## src/hdl/pe_pkg.sv

```systemverilog
// Shared types and constants of the Prewitt edge detector.
`timescale 1ns / 1ps
package pe_pkg;

  localparam int unsigned MAX_WIDTH_DEF  = 1024;
  localparam int unsigned MAX_HEIGHT_DEF = 1024;

  localparam int unsigned CFG_DW = 11;
  localparam logic [10:0] WIDTH_RST  = 11'd640;
  localparam logic [10:0] HEIGHT_RST = 11'd480;
  localparam logic [7:0]  THRESH_RST = 8'd20;

  typedef enum logic [1:0] {
    CFG_WIDTH  = 2'd0,
    CFG_HEIGHT = 2'd1,
    CFG_THRESH = 2'd2
  } cfg_idx_e;

  typedef enum logic [2:0] {
    ST_IDLE,
    ST_READ,
    ST_CALC,
    ST_SQ,
    ST_SQRT,
    ST_DONE
  } state_e;

  typedef struct packed {
    logic       mode;
    logic [7:0] pixel;
  } in_item_t;

  typedef struct packed {
    logic       edge_res;
    logic [7:0] magnitude;
    logic [7:0] grad_x;
    logic [7:0] grad_y;
    logic [7:0] grad_diag;
    logic       last_of_frame;
  } out_item_t;

  typedef struct packed {
    logic take;
    logic calc;
    logic sq;
    logic step;
    logic load_out;
  } cmd_t;

  typedef struct packed {
    logic drop;
    logic emit;
    logic sqrt_last;
    logic out_free;
  } status_t;

endpackage

```

## src/hdl/pe_ctrl.sv

```systemverilog
// Controller state machine sequencing one input item through the datapath.
`timescale 1ns / 1ps
module pe_ctrl import pe_pkg::*; (
  input  logic    clk_i,
  input  logic    rst_ni,
  input  logic    in_valid_i,
  output logic    in_ready_o,
  input  status_t status_i,
  output cmd_t    cmd_o
);

  state_e state_q, state_d;

  always_ff @(posedge clk_i or negedge rst_ni) begin
    if (!rst_ni) begin
      state_q <= ST_IDLE;
    end else begin
      state_q <= state_d;
    end
  end

  always_comb begin
    state_d    = state_q;
    cmd_o      = '0;
    in_ready_o = 1'b0;
    unique case (state_q)
      ST_IDLE: begin
        in_ready_o = 1'b1;
        if (in_valid_i) begin
          cmd_o.take = 1'b1;
          state_d    = ST_READ;
        end
      end
      ST_READ: begin
        // line store read issued here, data valid next cycle
        state_d = status_i.drop ? ST_IDLE : ST_CALC;
      end
      ST_CALC: begin
        cmd_o.calc = 1'b1;
        state_d    = status_i.emit ? ST_SQ : ST_IDLE;
      end
      ST_SQ: begin
        cmd_o.sq = 1'b1;
        state_d  = ST_SQRT;
      end
      ST_SQRT: begin
        cmd_o.step = 1'b1;
        if (status_i.sqrt_last) state_d = ST_DONE;
      end
      ST_DONE: begin
        if (status_i.out_free) begin
          cmd_o.load_out = 1'b1;
          state_d        = ST_IDLE;
        end
      end
      default: state_d = ST_IDLE;
    endcase
  end

endmodule
```

## config.mk

```make
export PLATFORM = sky130hd
export DESIGN_NAME = pe_ctrl
export DESIGN_NICKNAME = d
export VERILOG_FILES = /design/src/hdl/pe_pkg.sv /design/src/hdl/pe_ctrl.sv
export SDC_FILE = /design/constraint.sdc
export NUM_CORES = 1
export LEC_CHECK = 0
export BUFFER_PORTS_ARGS = -buffer_cell sky130_fd_sc_hd__buf_2
export CAP_MARGIN = 20
export CELL_PAD_IN_SITES_DETAIL_PLACEMENT = 1
export CELL_PAD_IN_SITES_GLOBAL_PLACEMENT = 2
export CORE_AREA = 5 5 42 44
export DETAILED_ROUTE_END_ITERATION = 16
export DIE_AREA = 0 0 47 49
export PLACE_DENSITY = 0.68
export RECOVER_POWER = 100
export SLEW_MARGIN = 15
export SYNTH_ARGS = -nofsm -noshare
export SYNTH_HDL_FRONTEND = slang
export SYNTH_SLANG_ARGS = --single-unit
```

## constraint.sdc

```tcl
create_clock -name clk_i -period 1.16 [get_ports clk_i]
set_input_delay 0.232 -clock clk_i [delete_from_list [all_inputs] [get_ports clk_i]]
set_output_delay 0.232 -clock clk_i [all_outputs]
set_load 0.1 [all_outputs]
```

==> run_results.csv, run 1 <==
group,metric,value,unit
floorplan,rows,14,
worst_hold_path,hp-start,"status_i[3]",
yosys,ys_seq_area_frac,0.375,
layout,layout.nets,53,
layout,drive_gt1_frac,0.689,
placed_design,gp_congestion,0.657,
worst_setup_path,path_cells,"nor3_4 > and2_4 > buf_12",
timing,skew,0.156,ps
route,routedWlPerCell,11.2,um
worst_setup_path,critical_path_class,"reg -> out",
worst_setup_path,reg2reg_depth,5,
timing,clock.fmax,0.695,GHz
worst_setup_path,r2r-start,"state_q[2]",
floorplan,fp.dieArea,2300,um2
timing,post-route-period-util,1.24,
clock_tree,clockBufferDepth,2,
global_routing,grt_pass1_wl,1180,um
yosys,yosys.area.top_type_share,0.375,
run,max_cap_violations,0,
route,drcViolationCount,0,
layout,largest_reg_flops,3,
route,dr.pass1.iters,2,
layout,antenna-diode-count,0,
worst_setup_path,cp_slowest_cell,"dfrtp_2",
layout,final_common_cell,"buf_12",
timing,fin_crit,1440,ps
placed_design,place_ws,-82.8,ps
timing,relSlewSlack,0.857,
timing,setup_viol,7,
yosys,synth.distinct_cells,15,
yosys,synth.avg_cell_area,8.70,um2
worst_setup_path,critPathArrivalTime,1210,ps
global_routing,grt_overflow,0,
worst_setup_path,crit_start,"state_q[2]",
yosys,ys_ff_latch,3,
timing,timing.final.hold_violations,0,
route,vias,247,
route,ant_nets,0,
clock_tree,cts_tree,"done",
global_routing,grt_util_all_layers,0.0735,
clock_tree,htreeDepth,1,
floorplan,die_x,47,um
clock_tree,path_clk_slew,40,ps
timing,tightest_slew,213,ps
timing,rsz0062_at_grt,"yes",
yosys,ys_top_cells_by_area,"dfrtp_1 38%, nand3b_1 7.5%, nand2b_1 6.3%, o22ai_2 6.3%, nor2_1 5.6%",
worst_setup_path,path_buf_inv,1,
clock_tree,clock_latency,240,ps
floorplan,core_region_area,1400,um2
yosys,synthCells,23,
placed_design,dpl.hpwl,499,um
timing,final.setup.worst_slack,-279,ps
layout,regMostFlops,"state_q",
outcome,run_status,"complete, but fails checks",
layout,utilization,0.354,
global_routing,antenna_found_initial,0,
yosys,synth-compound-area-share,0.150,
worst_setup_path,end_kind,"output pin",
route,wl,682,um
floorplan,die_h,49,um
route,drt-initial-drc-count,1,
layout,layout_common_cells,"6 x buf_12, 5 x buf_2, 5 x buf_4, 3 x clkbuf_4, 3 x dfrtp_2",
worst_setup_path,cpLargestDelayFamily,"flip-flops",
clock_tree,numCtsBuffers,3,
yosys,synth_xor_area_frac,0,
worst_setup_path,startpoint_type,"register",
floorplan,ios,13,
yosys,syn-cell-area,200,um2
floorplan,initial_core_util,0.143,
worst_setup_path,max_stage_delay,440,ps
yosys,synth-simple-area-share,0.400,
yosys,ys_warn_count,0,
timing,fin_tns_setup,-1490,ps
layout,reg_top3,"state_q (3)",
yosys,synth_top_cell_by_area,"dfrtp_1",
worst_setup_path,cp.depth,3,
layout,synthToLayoutAreaGrowth,147,%
placed_design,port_buffers,12,
worst_setup_path,crit_required,930,ps
yosys,synth_top_family_by_area,"simple AND/OR/NAND/NOR gates",
worst_setup_path,crit_fanout,5,
clock_tree,clock-root-buffer,"clkbuf_4",
route,via_per_inst,4.05,
yosys,synth-adder-area-share,0,
timing,slew_violations,0,
yosys,muxShareOfSynthArea,0.0500,
worst_hold_path,min-delay-path-class,"in -> reg",
global_routing,grt_pass1_vias,282,
worst_hold_path,hold_path_depth,4,
global_routing,grt_max_degree,8,
outcome,violations,"setup timing",
yosys,syn_nets,30,
clock_tree,cts_num_sinks,3,
==> tightest hold or removal path: stages <==
cell	delay [ps]
buf_2	80
nor2_1	30
nand2_1	50
a21oi_1	60
==> cells by family after synthesis <==
family | count (synthesis)
AO/OA/AOI/OAI | 4
AND/OR/NAND/NOR | 14
buffers and inverters | 1
multiplexers | 1
flip-flops | 3
==> layer usage <==
layer  routed length, um  global-route usage  up-vias  share of wire
li1                    -                   -      123              -
met1                 237              0.0689      116           0.35
met2                 405               0.120        6           0.59
met3                  23              0.0185        2          0.034
met4                  16              0.0691        0          0.023
met5                   0                   0        -              0
==> synth_stat cells <==
library cell and number:
and3b_1 1, a21oi_1 2, mux2i_1 1, nor3b_1 1, nor3_1 1, o21a_1 1
nand2_1 2, o22ai_2 1, nor2_1 3, and2_1 1, nand3b_1 2, dfrtp_1 3
buf_2 1, or2_1 1, nand2b_1 2
==> metrics by stage <==
step / hold WS (ps) / cell area [um2] / std cells
2_1_floorplan: -63.6 / 244 / 23
3_3_place_gp: 29.4 / 433 / 54
3_5_place_dp: 29.6 / 433 / 54
4_1_cts: 247 / 493 / 61
5_1_grt: 278 / 495 / 61
6_report: 255 / 495 / 61
==> worst paths after layout <==
path,endpoint,slack (ps)
worst min register to register,state_q[1],510
worst max-delay path,cmd_o[4],-280
worst min-delay path,state_q[1],260
max in group asynchronous,state_q[0],670
worst max register to register,state_q[0],-50
min in group asynchronous,state_q[1],330
==> final cells by class <==
class	instances	area, um2
fill	168	906
timing repair buffer	19	208
multi-input combinational	19	163
sequential	3	78.8
clock buffer	4	26.3
tap	16	20.0
==> timing repair <==
action | in CTS | in global routing
setup endpoints to repair | 8 | 8
endpoints found under the hold margin | 3 | 0
resized for setup | 4 | 1
hold buffers | 1 | 0
pin swaps | 2 | 3
setup buffers | 2 | 0
Power of run 1 is not shown: default switching activity piles up to over one toggle a cycle in this logic, so the estimate is an artifact.
==> run 2: changes to the inputs <==
==> constraint.sdc (replaced) <==
create_clock -name clk_i -period 1.87 [get_ports clk_i]
set_input_delay 0.374 -clock clk_i [delete_from_list [all_inputs] [get_ports clk_i]]
set_output_delay 0.374 -clock clk_i [all_outputs]
set_load 0.1 [all_outputs]
==> run 2 against run 1 <==
Against the previous run:
- the flow now finishes without violations
- final cell count fell by 9.8%
- die area did not move
- first-iteration DRC count rose to 6.0 times the previous value
- critical path depth fell by 1
- clock skew rose by 3.5 ps
- flip-flop and latch count did not move
- core utilization fell by 9.5 points
- via count fell by 13%
- setup slack improved by 380 ps
- hold slack improved by 150 ps
- register-to-register slack improved by 800 ps
- final area fell by 27%
- critical endpoint is now cmd_o[3]
==> run_results.csv, run 2 (synthesized netlist as in run 1, its figures left out) <==
group,metric,value,unit
timing,skew,3.61,ps
worst_setup_path,max_stage_delay,500,ps
worst_setup_path,path_cells,"nor3b_2 > buf_2",
placed_design,gp_congestion,0.646,
floorplan,rows,14,
worst_setup_path,end_kind,"output pin",
timing,fin_tns_setup,0,ps
worst_hold_path,hp-start,"status_i[3]",
worst_setup_path,crit_start,"state_q[0]",
worst_hold_path,min-delay-path-class,"in -> reg",
clock_tree,post_cts_resize_count,0,
global_routing,grt_pass1_wl,945,um
global_routing,grt_max_degree,11,
global_routing,grt_pass1_vias,240,
route,ant_nets,0,
floorplan,fp.dieArea,2300,um2
timing,post-route-period-util,0.946,
worst_setup_path,startpoint_type,"register",
outcome,run_status,"completed",
worst_setup_path,crit_fanout,10,
worst_setup_path,critical_path_class,"reg -> out",
clock_tree,htreeDepth,1,
worst_setup_path,cp_slowest_cell,"dfrtp_1",
route,vias,214,
route,dr.pass1.iters,4,
clock_tree,cts_tree,"done",
layout,largest_reg_flops,3,
worst_setup_path,crit_required,1500,ps
clock_tree,clock_latency,230,ps
timing,relSlewSlack,0.676,
global_routing,grt_overflow,0,
layout,synthToLayoutAreaGrowth,81.3,%
timing,tightest_slew,489,ps
timing,holdWs,405,ps
layout,reg_top3,"state_q (3)",
timing,setup_viol,0,
timing,fin_crit,1770,ps
layout,layout.nets,47,
global_routing,grt_util_all_layers,0.0621,
worst_setup_path,critPathArrivalTime,1400,ps
floorplan,initial_core_util,0.143,
placed_design,dpl.hpwl,461,um
floorplan,die_h,49,um
floorplan,die_x,47,um
route,via_per_inst,3.89,
layout,regMostFlops,"state_q",
timing,timing.final.hold_violations,0,
clock_tree,cts_num_sinks,3,
route,drt-initial-drc-count,6,
clock_tree,clockBufferDepth,2,
route,drcViolationCount,0,
placed_design,port_buffers,12,
route,wl,598,um
timing,clock.fmax,0.565,GHz
run,max_cap_violations,0,
floorplan,ios,13,
clock_tree,clock-root-buffer,"clkbuf_4",
layout,drive_gt1_frac,0.462,
floorplan,core_region_area,1400,um2
layout,layout_common_cells,"7 x buf_2, 4 x clkbuf_4, 3 x nor2_1, 3 x dfrtp_1",
timing,rsz0062_at_grt,"no",
clock_tree,path_clk_slew,40,ps
route,routedWlPerCell,10.9,um
global_routing,antenna_found_initial,0,
layout,antenna-diode-count,0,
worst_setup_path,r2r-start,"state_q[1]",
timing,slew_violations,0,
worst_setup_path,cpLargestDelayFamily,"flip-flops",
layout,final_common_cell,"buf_2",
worst_setup_path,path_buf_inv,1,
clock_tree,numCtsBuffers,3,
run 2: final timing paths:
| path | endpoint | slack, ps | cells after the start |
|---|---|---|---|
| max | cmd_o[3] | 100 | 2 |
| min | state_q[1] | 410 | 4 |
| max reg2reg | state_q[2] | 750 | 3 |
| min reg2reg | state_q[1] | 640 | 1 |
| max in group asynchronous | state_q[1] | 1240 | 2 |
| min in group asynchronous | state_q[0] | 480 | 2 |
run 2: what timing repair did:
action / CTS / global route
hold buffers: 1 / 0
buffers inserted: 0 / 0
endpoints found under the hold margin: 3 / 0
run 2: area by class of cell:
class	instances	area [um2]
Clock buffer	4	26.3
Fill cell	173	1040
Multi-Input combinational cell	19	138
Sequential cell	3	75.1
Tap cell	16	20.0
Timing Repair Buffer	13	104
run 2: worst reg2reg max path: cells and delay by family, from the launching register on:
kind             cells  cell delay [ps]
AND/OR/NAND/NOR      2              450
AO/OA/AOI/OAI        1               60
flip-flops           1              490
run 2: metal layers:
layer  track usage  wire length (um)  vias up
met5             0                 0        -
met4        0.0553                 0        0
met3        0.0406                75        0
met2        0.0724               248       13
met1        0.0732               274       90
li1              -                 -      111
run 2: metrics by stage:
step	worst slack [ps]	util	std cells	area, um2
6_report	100	0.259	55	363
5_1_grt	27.6	0.259	55	363
4_1_cts	84.6	0.279	55	392
3_5_place_dp	346	0.254	50	355
3_3_place_gp	338	0.254	50	355
2_1_floorplan	-442	-	23	220
Power of run 2 is left out for the same reason.
